--- config.mk ---
export PLATFORM = sky130hd
export DESIGN_NAME = sound_channel_allocator
export DESIGN_NICKNAME = d
export VERILOG_FILES = /design/src/design/sca_pkg.sv /design/src/design/sca_div.sv /design/src/design/sca_chan.sv /design/src/design/sound_channel_allocator.sv
export SDC_FILE = /design/constraint.sdc
export NUM_CORES = 1
export LEC_CHECK = 0
export ABC_AREA = 1
export BUFFER_PORTS_ARGS = -buffer_cell sky130_fd_sc_hd__buf_4
export CORE_MARGIN = 2
export CORE_UTILIZATION = 63
export DETAILED_ROUTE_END_ITERATION = 10
export PLACE_DENSITY_LB_ADDON = 0.12
export SLEW_MARGIN = 10
export SYNTH_ARGS = -nofsm -noshare
export SYNTH_HDL_FRONTEND = slang
export SYNTH_HIERARCHICAL = 1
export SYNTH_SLANG_ARGS = --single-unit
--- constraint.sdc ---
create_clock -name i_clk -period 7.08 [get_ports i_clk]
set_input_delay 1.416 -clock i_clk [delete_from_list [all_inputs] [get_ports i_clk]]
set_output_delay 1.416 -clock i_clk [all_outputs]
set_load 0.05 [all_outputs]
--- src/design/sca_pkg.sv ---
// Package for the sound channel allocator: field widths, constants, codes and types.
// Used by sca_div, sca_chan and sound_channel_allocator. No dependencies.
package sca_pkg;

    localparam int NUM_CHANNELS_DEF = 4;
    localparam int CH_IDX_W         = 4;    // channel index in status, covers up to 16

    localparam int ACTION_W   = 2;
    localparam int RATE_W     = 15;
    localparam int LEN_W      = 17;
    localparam int VOL_W      = 7;
    localparam int PRIO_W     = 8;
    localparam int ID_W       = 8;
    localparam int CHAN_W     = 2;
    localparam int DUR_W      = 15;
    localparam int PERIOD_W   = 12;
    localparam int WORDS_W    = 16;
    localparam int MASK_W     = 4;
    localparam int COUNT_W    = 3;
    localparam int FPS_W      = 8;
    localparam int CFG_DATA_W = 8;

    // len * fps + rate - 1 stays below 2^25
    localparam int DIV_W = 25;

    localparam logic [DIV_W-1:0]    AUDIO_CLOCK  = 25'd3546895;
    localparam logic [PERIOD_W-1:0] PERIOD_FLOOR = 12'd124;
    localparam logic [PERIOD_W-1:0] PERIOD_CEIL  = 12'd4095;
    localparam logic [DUR_W-1:0]    TICKS_MAX    = 15'd32767;
    localparam logic [VOL_W-1:0]    VOLUME_MAX   = 7'd64;
    localparam logic [WORDS_W-1:0]  WORDS_MAX    = 16'hFFFF;

    localparam logic [FPS_W-1:0] FRAME_RATE_RST    = 8'd50;
    localparam logic [VOL_W-1:0] MASTER_VOLUME_RST = 7'd64;

    typedef enum logic [0:0] {
        CFG_FRAME_RATE    = 1'b0,
        CFG_MASTER_VOLUME = 1'b1
    } t_cfg_index;

    typedef enum logic [ACTION_W-1:0] {
        ACT_PLAY     = 2'd0,
        ACT_TICK     = 2'd1,
        ACT_STOP_ALL = 2'd2,
        ACT_RELEASE  = 2'd3
    } t_action;

    typedef enum logic [2:0] {
        S_IDLE,
        S_MUL,
        S_DIV_DUR,
        S_DIV_PER,
        S_DONE
    } t_state;

    typedef struct packed {
        logic              apply;
        t_action           action;
        logic [PRIO_W-1:0] prio;
        logic [ID_W-1:0]   id;
        logic [DUR_W-1:0]  dur;
    } t_chan_cmd;

    typedef struct packed {
        logic                pick_ok;
        logic [CH_IDX_W-1:0] pick;
        logic [MASK_W-1:0]   stopped;
        logic [COUNT_W-1:0]  count;
    } t_chan_stat;

endpackage

--- src/design/sca_div.sv ---
// Shared iterative restoring divider, one quotient bit per cycle.
// Depends on sca_pkg for the dividend and divisor widths.
module sca_div (
    input  logic                       i_clk,
    input  logic                       i_rst_n,
    input  logic                       i_start,
    input  logic [sca_pkg::DIV_W-1:0]  i_dividend,
    input  logic [sca_pkg::RATE_W-1:0] i_divisor,
    output logic                       o_done,
    output logic [sca_pkg::DIV_W-1:0]  o_quotient
);

    localparam int CNT_W = $clog2(sca_pkg::DIV_W);

    logic                       r_busy;
    logic                       r_done;
    logic [CNT_W-1:0]           r_cnt;
    logic [sca_pkg::RATE_W-1:0] r_rem;
    logic [sca_pkg::RATE_W-1:0] r_div;
    logic [sca_pkg::DIV_W-1:0]  r_quo;

    logic [sca_pkg::RATE_W:0]   w_trial;
    logic                       w_fits;
    logic [sca_pkg::RATE_W:0]   w_diff;

    assign w_trial = {r_rem, r_quo[sca_pkg::DIV_W-1]};
    assign w_fits  = w_trial >= {1'b0, r_div};
    assign w_diff  = w_trial - {1'b0, r_div};

    always_ff @(posedge i_clk) begin
        if (!i_rst_n) begin
            r_busy <= 1'b0;
            r_done <= 1'b0;
            r_cnt  <= '0;
        end else if (i_start) begin
            r_busy <= 1'b1;
            r_done <= 1'b0;
            r_cnt  <= '0;
        end else if (r_busy) begin
            r_cnt <= r_cnt + CNT_W'(1);
            if (r_cnt == CNT_W'(sca_pkg::DIV_W - 1)) begin
                r_busy <= 1'b0;
                r_done <= 1'b1;
            end
        end else begin
            r_done <= 1'b0;
        end
    end

    always_ff @(posedge i_clk) begin
        if (i_start) begin
            r_quo <= i_dividend;
            r_rem <= '0;
            r_div <= i_divisor;
        end else if (r_busy) begin
            r_rem <= w_fits ? w_diff[sca_pkg::RATE_W-1:0] : w_trial[sca_pkg::RATE_W-1:0];
            r_quo <= {r_quo[sca_pkg::DIV_W-2:0], w_fits};
        end
    end

    assign o_done     = r_done;
    assign o_quotient = r_quo;

endmodule

--- src/design/sca_chan.sv ---
// Channel table: per-channel state, channel pick for play requests, tick and release.
// Depends on sca_pkg for command and status structs.
module sca_chan #(
    parameter int NUM_CHANNELS = sca_pkg::NUM_CHANNELS_DEF
) (
    input  logic                i_clk,
    input  logic                i_rst_n,
    input  sca_pkg::t_chan_cmd  i_cmd,
    output sca_pkg::t_chan_stat o_stat
);

    localparam int IDX_W  = (NUM_CHANNELS > 1) ? $clog2(NUM_CHANNELS) : 1;
    localparam int EXT_W  = (NUM_CHANNELS > sca_pkg::MASK_W) ? NUM_CHANNELS : sca_pkg::MASK_W;
    localparam int SUM_W  = $clog2(NUM_CHANNELS + 1) + 1;

    logic [NUM_CHANNELS-1:0]       r_active;
    logic [sca_pkg::PRIO_W-1:0]    r_prio   [NUM_CHANNELS];
    logic [sca_pkg::DUR_W-1:0]     r_remain [NUM_CHANNELS];
    logic [sca_pkg::ID_W-1:0]      r_sound  [NUM_CHANNELS];

    logic [NUM_CHANNELS-1:0]       n_active;
    logic [sca_pkg::DUR_W-1:0]     n_remain [NUM_CHANNELS];

    logic                          w_free_found;
    logic [IDX_W-1:0]              w_free_idx;
    logic                          w_steal_found;
    logic [IDX_W-1:0]              w_steal_idx;
    logic                          w_pick_ok;
    logic [IDX_W-1:0]              w_pick;
    logic [NUM_CHANNELS-1:0]       w_stop;
    logic [NUM_CHANNELS-1:0]       w_take;
    logic [EXT_W-1:0]              w_stop_ext;
    logic [SUM_W-1:0]              w_cnt;

    // lowest idle channel, else lowest channel the request may override
    always_comb begin
        w_free_found  = 1'b0;
        w_free_idx    = '0;
        w_steal_found = 1'b0;
        w_steal_idx   = '0;
        for (int i = NUM_CHANNELS - 1; i >= 0; i--) begin
            if (!r_active[i]) begin
                w_free_found = 1'b1;
                w_free_idx   = IDX_W'(i);
            end
            if (i_cmd.prio >= r_prio[i]) begin
                w_steal_found = 1'b1;
                w_steal_idx   = IDX_W'(i);
            end
        end
        w_pick_ok = w_free_found | w_steal_found;
        w_pick    = w_free_found ? w_free_idx : w_steal_idx;
    end

    always_comb begin
        w_stop = '0;
        w_take = '0;
        for (int i = 0; i < NUM_CHANNELS; i++) begin
            n_remain[i] = r_remain[i];
        end
        unique case (i_cmd.action)
            sca_pkg::ACT_PLAY: begin
                for (int i = 0; i < NUM_CHANNELS; i++) begin
                    w_take[i] = w_pick_ok && (w_pick == IDX_W'(i));
                    if (w_take[i]) begin
                        n_remain[i] = i_cmd.dur;
                    end
                end
            end
            sca_pkg::ACT_TICK: begin
                for (int i = 0; i < NUM_CHANNELS; i++) begin
                    if (r_active[i]) begin
                        if (r_remain[i] <= sca_pkg::DUR_W'(1)) begin
                            w_stop[i] = 1'b1;
                        end else begin
                            n_remain[i] = r_remain[i] - sca_pkg::DUR_W'(1);
                        end
                    end
                end
            end
            sca_pkg::ACT_STOP_ALL: begin
                w_stop = r_active;
            end
            sca_pkg::ACT_RELEASE: begin
                for (int i = 0; i < NUM_CHANNELS; i++) begin
                    w_stop[i] = r_active[i] && (r_sound[i] == i_cmd.id);
                end
            end
            default: begin
                w_stop = '0;
            end
        endcase
        n_active = (r_active & ~w_stop) | w_take;
    end

    always_comb begin
        w_cnt = '0;
        for (int i = 0; i < NUM_CHANNELS; i++) begin
            w_cnt = w_cnt + SUM_W'(n_active[i]);
        end
    end

    assign w_stop_ext = EXT_W'(w_stop);

    always_comb begin
        o_stat.pick_ok = w_pick_ok;
        o_stat.pick    = sca_pkg::CH_IDX_W'(w_pick);
        o_stat.stopped = w_stop_ext[sca_pkg::MASK_W-1:0];
        o_stat.count   = (w_cnt > SUM_W'(7)) ? sca_pkg::COUNT_W'(7)
                                             : sca_pkg::COUNT_W'(w_cnt);
    end

    always_ff @(posedge i_clk) begin
        if (!i_rst_n) begin
            r_active <= '0;
        end else if (i_cmd.apply) begin
            r_active <= n_active;
        end
    end

    always_ff @(posedge i_clk) begin
        if (!i_rst_n) begin
            for (int i = 0; i < NUM_CHANNELS; i++) begin
                r_prio[i]   <= '0;
                r_remain[i] <= '0;
                r_sound[i]  <= '0;
            end
        end else if (i_cmd.apply) begin
            for (int i = 0; i < NUM_CHANNELS; i++) begin
                r_remain[i] <= n_remain[i];
                if (w_take[i]) begin
                    r_prio[i]  <= i_cmd.prio;
                    r_sound[i] <= i_cmd.id;
                end
            end
        end
    end

endmodule

--- src/design/sound_channel_allocator.sv ---
// Sound channel allocator top: sequencer, config registers, result register.
// Depends on sca_pkg, sca_div and sca_chan.
//
//   Channel  Direction  Handshake                 Payload
//   in       input      i_in_valid / o_in_ready   action, rate, length, volume, priority, id
//   out      output     o_out_valid / i_out_ready granted .. active_count
//   cfg      input      i_cfg_we                  i_cfg_index, i_cfg_data
//
// Play request: after the transfer, a setup state starts the shared 25-step divider for
// the duration; its second pass gives the period, and the done state writes the result
// once the output register is free.
// Tick, stop-all and release go from idle straight to the done state.
// One transfer in flight; o_in_ready is high only in idle.
// A finished result waits in the output register while the next item is taken; the
// next result holds in the done state until the output register is free.
// Reset is synchronous, active low; channels come up free, frame rate 50, volume 64.
module sound_channel_allocator #(
    parameter int NUM_CHANNELS = sca_pkg::NUM_CHANNELS_DEF
) (
    input  logic                           i_clk,
    input  logic                           i_rst_n,
    input  logic                           i_cfg_we,
    input  logic [0:0]                     i_cfg_index,
    input  logic [sca_pkg::CFG_DATA_W-1:0] i_cfg_data,
    input  logic                           i_in_valid,
    output logic                           o_in_ready,
    input  logic [sca_pkg::ACTION_W-1:0]   i_action,
    input  logic [sca_pkg::RATE_W-1:0]     i_sample_rate,
    input  logic [sca_pkg::LEN_W-1:0]      i_sample_length,
    input  logic [sca_pkg::VOL_W-1:0]      i_sound_volume,
    input  logic [sca_pkg::PRIO_W-1:0]     i_sound_priority,
    input  logic [sca_pkg::ID_W-1:0]       i_sound_id,
    output logic                           o_out_valid,
    input  logic                           i_out_ready,
    output logic                           o_granted,
    output logic [sca_pkg::CHAN_W-1:0]     o_channel,
    output logic [sca_pkg::DUR_W-1:0]      o_duration_ticks,
    output logic [sca_pkg::PERIOD_W-1:0]   o_period,
    output logic [sca_pkg::VOL_W-1:0]      o_hw_volume,
    output logic [sca_pkg::WORDS_W-1:0]    o_sample_words,
    output logic [sca_pkg::MASK_W-1:0]     o_stopped_mask,
    output logic [sca_pkg::COUNT_W-1:0]    o_active_count
);

    localparam int DIV_W = sca_pkg::DIV_W;
    localparam int PROD_W = 2 * sca_pkg::VOL_W - 1;

    sca_pkg::t_state r_state, n_state;

    logic [sca_pkg::FPS_W-1:0]   r_frame_rate;
    logic [sca_pkg::VOL_W-1:0]   r_master_vol;

    sca_pkg::t_action            r_action;
    logic [sca_pkg::RATE_W-1:0]  r_rate;
    logic [sca_pkg::LEN_W-1:0]   r_len;
    logic [sca_pkg::VOL_W-1:0]   r_vol;
    logic [sca_pkg::PRIO_W-1:0]  r_prio;
    logic [sca_pkg::ID_W-1:0]    r_id;
    logic [sca_pkg::DUR_W-1:0]   r_dur, n_dur;
    logic [sca_pkg::PERIOD_W-1:0] r_period, n_period;

    logic                        w_in_xfer;
    logic                        w_out_free;
    logic                        w_apply;
    logic                        w_div_start;
    logic [DIV_W-1:0]            w_div_dividend;
    logic                        w_div_done;
    logic [DIV_W-1:0]            w_quo;
    logic [DIV_W-1:0]            w_prod;
    logic [DIV_W-1:0]            w_dur_num;
    logic [sca_pkg::VOL_W-1:0]   w_sv;
    logic [sca_pkg::VOL_W-1:0]   w_mv;
    logic [PROD_W-1:0]           w_vol_prod;
    logic [PROD_W-1:0]           w_vol_rnd;
    logic [sca_pkg::LEN_W:0]     w_alloc;
    logic [sca_pkg::LEN_W-1:0]   w_half;
    logic [sca_pkg::WORDS_W-1:0] w_words;
    logic                        w_play;
    logic                        w_grant;

    sca_pkg::t_chan_cmd          w_cmd;
    sca_pkg::t_chan_stat         w_stat;

    sca_div u_div (
        .i_clk      (i_clk),
        .i_rst_n    (i_rst_n),
        .i_start    (w_div_start),
        .i_dividend (w_div_dividend),
        .i_divisor  (r_rate),
        .o_done     (w_div_done),
        .o_quotient (w_quo)
    );

    sca_chan #(
        .NUM_CHANNELS (NUM_CHANNELS)
    ) u_chan (
        .i_clk   (i_clk),
        .i_rst_n (i_rst_n),
        .i_cmd   (w_cmd),
        .o_stat  (w_stat)
    );

    always_ff @(posedge i_clk) begin
        if (!i_rst_n) begin
            r_frame_rate <= sca_pkg::FRAME_RATE_RST;
            r_master_vol <= sca_pkg::MASTER_VOLUME_RST;
        end else if (i_cfg_we) begin
            unique case (sca_pkg::t_cfg_index'(i_cfg_index))
                sca_pkg::CFG_FRAME_RATE:    r_frame_rate <= i_cfg_data;
                sca_pkg::CFG_MASTER_VOLUME: r_master_vol <= i_cfg_data[sca_pkg::VOL_W-1:0];
                default:                    r_frame_rate <= r_frame_rate;
            endcase
        end
    end

    assign o_in_ready = (r_state == sca_pkg::S_IDLE);
    assign w_in_xfer  = i_in_valid && o_in_ready;
    assign w_out_free = !o_out_valid || i_out_ready;

    // ceil(len * fps / rate) numerator
    assign w_prod    = DIV_W'(r_len) * DIV_W'(r_frame_rate);
    assign w_dur_num = w_prod + DIV_W'(r_rate) - DIV_W'(1);

    always_comb begin
        if (w_quo > DIV_W'(sca_pkg::PERIOD_CEIL)) begin
            n_period = sca_pkg::PERIOD_CEIL;
        end else if (w_quo < DIV_W'(sca_pkg::PERIOD_FLOOR)) begin
            n_period = sca_pkg::PERIOD_FLOOR;
        end else begin
            n_period = w_quo[sca_pkg::PERIOD_W-1:0];
        end
        if (r_rate == '0) begin
            n_period = sca_pkg::PERIOD_CEIL;
        end

        if (r_rate == '0 || r_frame_rate == '0 || w_quo == '0) begin
            n_dur = sca_pkg::DUR_W'(1);
        end else if (w_quo > DIV_W'(sca_pkg::TICKS_MAX)) begin
            n_dur = sca_pkg::TICKS_MAX;
        end else begin
            n_dur = w_quo[sca_pkg::DUR_W-1:0];
        end
    end

    always_comb begin
        n_state        = r_state;
        w_div_start    = 1'b0;
        w_div_dividend = w_dur_num;
        w_apply        = 1'b0;
        unique case (r_state)
            sca_pkg::S_IDLE: begin
                if (w_in_xfer) begin
                    n_state = (sca_pkg::t_action'(i_action) == sca_pkg::ACT_PLAY)
                              ? sca_pkg::S_MUL : sca_pkg::S_DONE;
                end
            end
            sca_pkg::S_MUL: begin
                w_div_start = 1'b1;
                n_state     = sca_pkg::S_DIV_DUR;
            end
            sca_pkg::S_DIV_DUR: begin
                if (w_div_done) begin
                    w_div_start    = 1'b1;
                    w_div_dividend = sca_pkg::AUDIO_CLOCK;
                    n_state        = sca_pkg::S_DIV_PER;
                end
            end
            sca_pkg::S_DIV_PER: begin
                if (w_div_done) begin
                    n_state = sca_pkg::S_DONE;
                end
            end
            sca_pkg::S_DONE: begin
                if (w_out_free) begin
                    w_apply = 1'b1;
                    n_state = sca_pkg::S_IDLE;
                end
            end
            default: n_state = sca_pkg::S_IDLE;
        endcase
    end

    always_ff @(posedge i_clk) begin
        if (!i_rst_n) begin
            r_state <= sca_pkg::S_IDLE;
        end else begin
            r_state <= n_state;
        end
    end

    always_ff @(posedge i_clk) begin
        if (w_in_xfer) begin
            r_action <= sca_pkg::t_action'(i_action);
            r_rate   <= i_sample_rate;
            r_len    <= i_sample_length;
            r_vol    <= i_sound_volume;
            r_prio   <= i_sound_priority;
            r_id     <= i_sound_id;
        end
        if (r_state == sca_pkg::S_DIV_DUR && w_div_done) begin
            r_dur <= n_dur;
        end
        if (r_state == sca_pkg::S_DIV_PER && w_div_done) begin
            r_period <= n_period;
        end
    end

    assign w_cmd = {w_apply, r_action, r_prio, r_id, r_dur};

    assign w_sv       = (r_vol > sca_pkg::VOLUME_MAX) ? sca_pkg::VOLUME_MAX : r_vol;
    assign w_mv       = (r_master_vol > sca_pkg::VOLUME_MAX) ? sca_pkg::VOLUME_MAX
                                                             : r_master_vol;
    assign w_vol_prod = PROD_W'(w_sv) * PROD_W'(w_mv);
    assign w_vol_rnd  = w_vol_prod + PROD_W'(sca_pkg::VOLUME_MAX >> 1);

    assign w_alloc = {1'b0, r_len} + (sca_pkg::LEN_W + 1)'(r_len[0]);
    assign w_half  = w_alloc[sca_pkg::LEN_W:1];
    assign w_words = (w_half > sca_pkg::LEN_W'(sca_pkg::WORDS_MAX)) ? sca_pkg::WORDS_MAX
                                                                  : w_half[sca_pkg::WORDS_W-1:0];

    assign w_play  = (r_action == sca_pkg::ACT_PLAY);
    assign w_grant = w_play && w_stat.pick_ok;

    always_ff @(posedge i_clk) begin
        if (!i_rst_n) begin
            o_out_valid <= 1'b0;
        end else if (w_apply) begin
            o_out_valid <= 1'b1;
        end else if (i_out_ready) begin
            o_out_valid <= 1'b0;
        end
    end

    always_ff @(posedge i_clk) begin
        if (w_apply) begin
            o_granted        <= w_grant;
            o_channel        <= w_grant ? w_stat.pick[sca_pkg::CHAN_W-1:0] : '0;
            o_duration_ticks <= w_grant ? r_dur : '0;
            o_period         <= w_grant ? r_period : '0;
            o_hw_volume      <= w_grant ? w_vol_rnd[PROD_W-1:PROD_W-sca_pkg::VOL_W] : '0;
            o_sample_words   <= w_grant ? w_words : '0;
            o_stopped_mask   <= w_play ? '0 : w_stat.stopped;
            o_active_count   <= w_stat.count;
        end
    end

    ap_div_in_window: assert property (@(posedge i_clk) disable iff (!i_rst_n)
        w_div_done |-> (r_state == sca_pkg::S_DIV_DUR || r_state == sca_pkg::S_DIV_PER))
        else $error("divider finished outside a division step");

    ap_grant_fields: assert property (@(posedge i_clk) disable iff (!i_rst_n)
        o_out_valid && o_granted |-> o_duration_ticks != '0 &&
            o_period >= sca_pkg::PERIOD_FLOOR && o_active_count != '0)
        else $error("granted result with bad duration, period or count");

    ap_grant_no_stop: assert property (@(posedge i_clk) disable iff (!i_rst_n)
        o_out_valid && o_granted |-> o_stopped_mask == '0)
        else $error("play result reports freed channels");

    ap_one_result: assert property (@(posedge i_clk) disable iff (!i_rst_n)
        w_apply |-> w_out_free)
        else $error("result written over a pending transfer");

endmodule
==> reports/metrics.cfg, run 1 <==
[flow_run]
maxCapViolCount = 0

[clocking]
cts_root_buffer = clkbuf_16
insertion_delay_ns = 0.56
clk_pin_slew_ns = 0.06
cts_tree = done
cts_resized = 0
cts_buffer_depth = 3
htree_levels = 2
cts_inserted_buffers = 40
cts.hold.buffers_added = 0
numClockSinks = 353
cts_setup_buffers = 0

[sta]
setup_tns_ns = 0
setup_ws_ns = 1.47
finalHoldViolations = 0
worst_pin_slew_ns = 1.22
slew_headroom_pct = 18.2
grt_setup_unrepaired = no
period_share_pct = 79.3
setup_violations = 0
fin_worst_skew_ns = 0.0255
max_freq_mhz = 178
slew_violations = 0
finalCriticalPeriod_ns = 5.61

[grt]
grt_pass1_vias = 18930
antenna_found_initial = 0
grt-ovfl-total = 0
grt_use_total_pct = 28.5
grt_pass1_wl_um = 93500
grt_start_max_net_pins = 45

[critical_path]
critPathKind = reg -> reg
ff2ff_setup_slack_ns = 1.47
start_kind = register
cp.arrival_ns = 6.03
worstPathMaxFanout = 19
reg2reg_to = u_div/o_quotient[21]$_DFFE_PP_
crit_end = u_div/o_quotient[21]$_DFFE_PP_
setup.worst_path.end_class = register
reg2reg_depth = 21
reg2reg_from = r_frame_rate[2]$_SDFFE_PN0P_
required_ns = 7.50
worstSetupStartpoint = r_frame_rate[2]$_SDFFE_PN0P_

[placement]
placed_cell_area_um2 = 26300
dp_hpwl_um = 43400
port_buffers = 132
dp_slack_ns = 1.51
globalplace.congestion = 0.928

[final_layout]
design_area_um2 = 27600
fillers = 3007
drive_gt1_share_pct = 10.9
num_antenna_cells = 0
synthToLayoutAreaGrowth_pct = 10.7
nets = 3346
layout.area.seq_um2 = 10100
multiInputGateArea_um2 = 12300

[floorplan]
core_region_area_um2 = 38800
fp.dieW_um = 203
initial_core_util_pct = 64.1
dieArea_um2 = 41100
rows = 72
die_h_um = 203
num_io_pins = 133

[routing]
wl_per_cell_um = 16.3
drt_iter0_drc = 1393
vias = 19085
post-route-drc-count = 0
vias_per_cell = 5.40
drtPass1Iterations = 5
drtAntennaViolNets = 0
wirelength_um = 57600

[synth]
syn-cell-area_um2 = 24900
syn_inst = 2871
avgSynthCellArea_um2 = 8.67
synthesis.nets = 3233
ys_warn_count = 6

[min_path]
hold_path.class = reg -> reg
hold_start = u_div/r_rem[7]$_SDFFE_PP0P_

[status]
status = finished clean

[registers in the layout, summed over array words and instances, names as in the netlist, 5 cells and up]
name,count
o_sample_words,16
r_period,12
u_chan/r_prio,32
u_div/o_quotient,25
r_id,8
r_vol,7
o_duration_ticks,15
r_rate,15
o_period,12
u_div/r_div,15
u_div/r_cnt,5
r_prio,8
u_div/r_rem,15
r_dur,15
r_len,17
r_master_vol,7
r_frame_rate,8
o_hw_volume,7
u_chan/r_remain,60
u_chan/r_sound,32
[routing by layer]
| layer | vias up | GRT usage (%) | part of all wire [%] |
|---|---|---|---|
| met5 | - | 0 | 0 |
| met4 | 0 | 10.8 | 3.3 |
| met3 | 122 | 3.19 | 5.4 |
| met2 | 616 | 49.1 | 48 |
| met1 | 9056 | 37.2 | 43 |
| li1 | 9291 | - | - |
[layout by cell type (no fill, tap or decap), drive strengths merged, types with 6 or more instances in the layout]
cell and count:
nand3b 6, nor4 14, o21bai 7, nor2 336, o31ai 13, xor2 25
nand4 23, buf 143, edfxtp 308, nand3 131, o21a 7, or2 22
a21oi 92, nand2 687, ha 157, xnor2 37, a31oi 9, o21ai 114
o211ai 7, clkbuf 46, dfxtp 45, clkinv 23, inv 574, nor3 29
fa 134
[final cells by class]
class	count	area share (%)
well taps	518	2.35
clock buffers	46	3.75
clock inverters	27	0.867
repair buffers	143	3.89
flip-flops and latches	353	36.8
inverters	575	7.85
multi-input cells	1871	44.5
[worst min-delay path by stage]
stage / end / slack, ns / cells after the start
after floorplan: u_div/r_rem[5]$_SDFFE_PP0P_ / 0.44 / 2
after global placement: u_div/r_rem[7]$_SDFFE_PP0P_ / 0.46 / 2
after detailed placement: u_div/r_rem[7]$_SDFFE_PP0P_ / 0.46 / 2
after CTS: u_div/r_rem[7]$_SDFFE_PP0P_ / 0.48 / 2
after global routing: u_div/r_rem[12]$_SDFFE_PP0P_ / 0.52 / 2
final: u_div/r_rem[7]$_SDFFE_PP0P_ / 0.48 / 2
[worst max-delay path: stages, from the launching register on]
cell	delay, ns
dfxtp_1	0.75
nand2_1	0.20
fa_1	0.61
inv_1	0.08
fa_1	0.53
fa_1	0.44
fa_1	0.58
inv_1	0.06
fa_1	0.49
inv_1	0.04
ha_1	0.38
nand2_1	0.09
inv_1	0.09
nand3_1	0.13
nor2_1	0.19
nand4_1	0.14
nand3_1	0.15
a21oi_1	0.09
or2_1	0.21
nand3_1	0.07
nand2_1	0.06
nand2_1	0.08
[metrics by stage]
step	utilization, %	instances	hold slack [ns]
floorplan	-	2871	0.444
global placement	67.7	3460	0.459
detailed placement	67.7	3460	0.461
CTS	71.0	3533	0.476
global route	71.0	3533	0.516
finish	71.0	3533	0.475
Power of run 1 is not shown: default switching activity piles up to over one toggle a cycle in this logic, so the estimate is an artifact.
==> run 2, diff against run 1 <==
ABC_AREA = 0   (was 1)
clock period = 5.3 ns   (was 7.08 ns; I/O delays follow)
==> run 2 against run 1 <==
The run now ends with setup timing left. Clock skew decreased by 0.0030 ns. Clock-buffer cell count grew 3. Cell area increased by 0.70%. Via count decreased by 10%. Worst hold slack got worse by 0.012 ns. Wire length is 6.2% lower. Fmax is 2.2% higher. Area after synthesis down 5.0%. Non-clock buffer count is 128 higher.
==> reports/metrics.cfg, run 2 <==
[routing]
vias = 17103
wirelength_um = 54000
drt_iter0_drc = 1165
vias_per_cell = 5.80
post-route-drc-count = 0
drtAntennaViolNets = 0
drtPass1Iterations = 8
wl_per_cell_um = 18.3

[critical_path]
cp_slowest_cell = fa_2
worstPathMaxFanout = 5
setup.worst_path.end_class = register
cp_num_buf_inv = 3
start_kind = register
path_cells = buf_6 -> and2_4 -> fa_2 -> fa_1 -> fa_2 -> fa_1 -> inv_2 -> fa_1 -> inv_2 -> ha_4 -> o21ai_2 -> a21oi_1 -> a211o_1 -> o41a_1 -> a31oi_1 -> mux2i_1 -> mux2_2
cp_common_cell = fa_1
slowest_delay_ns = 0.53
cp.arrival_ns = 5.78
critPathKind = reg -> reg
required_ns = 5.59
critical-path-top-delay-family = adder cells

[placement]
port_buffers = 132
dp_slack_ns = -0.423
dp_cells = 2843
globalplace.congestion = 0.920
dp_hpwl_um = 39500

[floorplan]
dieArea_um2 = 39100
core_region_area_um2 = 36800
rows = 70
initial_core_util_pct = 64.3
die_h_um = 198
num_io_pins = 133
fp.dieW_um = 198

[final_layout]
num_antenna_cells = 0
synthToLayoutAreaGrowth_pct = 17.3
largest-register = u_chan/r_remain
largest_reg_flops = 60
fin_cells = 2950
layout.cells.most_common_list = edfxtp_1 (308), buf_4 (255), inv_1 (244)
fillers = 2524
final_common_cell = edfxtp_1
largestRegisters = u_chan/r_remain x60, u_chan/r_prio x32, u_chan/r_sound x32
drive_gt1_share_pct = 20.6
nets = 2815

[synth]
avgSynthCellArea_um2 = 10.6
ys_warn_count = 6
synthesis.nets = 2598
syn_inst = 2236
syn-cell-area_um2 = 23700

[min_path]
hold_path.class = reg -> reg

[sta]
period_share_pct = 104
grt_setup_unrepaired = yes
finalHoldViolations = 0
fin_hold_ws_ns = 0.464
setup_violations = 9
slew_headroom_pct = 26.1
slew_violations = 0
setup_ws_ns = -0.191
finalCriticalPeriod_ns = 5.49
fin_worst_skew_ns = 0.0225
max_freq_mhz = 182
worst_pin_slew_ns = 1.09

[grt]
grt_pass1_wl_um = 86300
grt_use_total_pct = 27.9
grt-ovfl-total = 0
grt_start_max_net_pins = 65
grt_pass1_vias = 17086
antenna_found_initial = 1

[flow_run]
maxCapViolCount = 0

[power_and_ir_drop]
peakVddDrop_mv = 0.750
p_leak_nw = 11.7
p_per_area_nw_per_um2 = 584

[status]
status = finished with violations
violations = setup timing

[clocking]
numClockSinks = 353
htree_levels = 2
cts_root_buffer = clkbuf_16
cts_buffer_depth = 3
cts_inserted_buffers = 39
insertion_delay_ns = 0.56
clk_pin_slew_ns = 0.06
cts_tree = done

run 2: tightest hold or removal path, cell delays in order, from the launching register on:
cell	delay [ns]
dfxtp_1	0.31
nand2_1	0.05
a21boi_0	0.06
run 2: worst paths after layout:
path,from,endpoint,slack [ns],depth (start not counted)
worst min-delay path,r_master_vol[5]$_SDFFE_PN0P_,r_master_vol[5]$_SDFFE_PN0P_,0.46,2
worst max-delay path,r_len[8]$_DFFE_PP_,u_div/o_quotient[22]$_DFFE_PP_,-0.19,17
worst max register to register,r_len[8]$_DFFE_PP_,u_div/o_quotient[22]$_DFFE_PP_,-0.19,17
worst min register to register,r_master_vol[5]$_SDFFE_PN0P_,r_master_vol[5]$_SDFFE_PN0P_,0.46,2
run 2: layout make-up:
class | count | area [µm²] | area share [%]
clock buffers | 49 | 1050 | 3.80
clock inverters | 21 | 225 | 0.811
inverters | 259 | 972 | 3.50
multi-input cells | 1529 | 12600 | 45.5
flip-flops and latches | 353 | 10200 | 36.6
well taps | 468 | 586 | 2.11
repair buffers | 271 | 2130 | 7.67
run 2: stage by stage:
stage	TNS, ns	utilization (%)	cell area (µm²)	power (mW)
after floorplan	0	-	23800	9.29
after global placement	-2.15	69.9	25700	11.6
after detailed placement	-3.86	69.9	25700	11.7
after CTS	-0.436	74.8	27500	15.5
after global routing	-2.93	75.5	27800	17.3
final	-0.872	75.5	27800	16.2
run 2: what timing repair did:
item | 4_1_cts | 5_1_grt
cloned | 0 | 0
setup endpoints to repair | 17 | 20
gates resized for setup | 82 | 49
pin swaps | 60 | 28
buffers inserted | 30 | 9
hold buffers | 0 | 0
run 2: routing by layer:
layer  up-vias  global-route usage, %  routed length [µm]
met4         0                   8.91                1540
met5         -                      0                   0
met2       519                   47.1               26700
met1      8405                   37.4               22500
met3       110                   4.24                3220
li1       8069                      -                   -
run 2: where the power goes:
| part | internal [mW] | switching [mW] | leakage (nW) |
|---|---|---|---|
| clock network | 1.61 | 1.13 | 0.615 |
| logic | 4.70 | 5.12 | 7.67 |
| registers | 3.40 | 0.267 | 3.37 |
No activity file was read; power rests on OpenSTA's default activity.
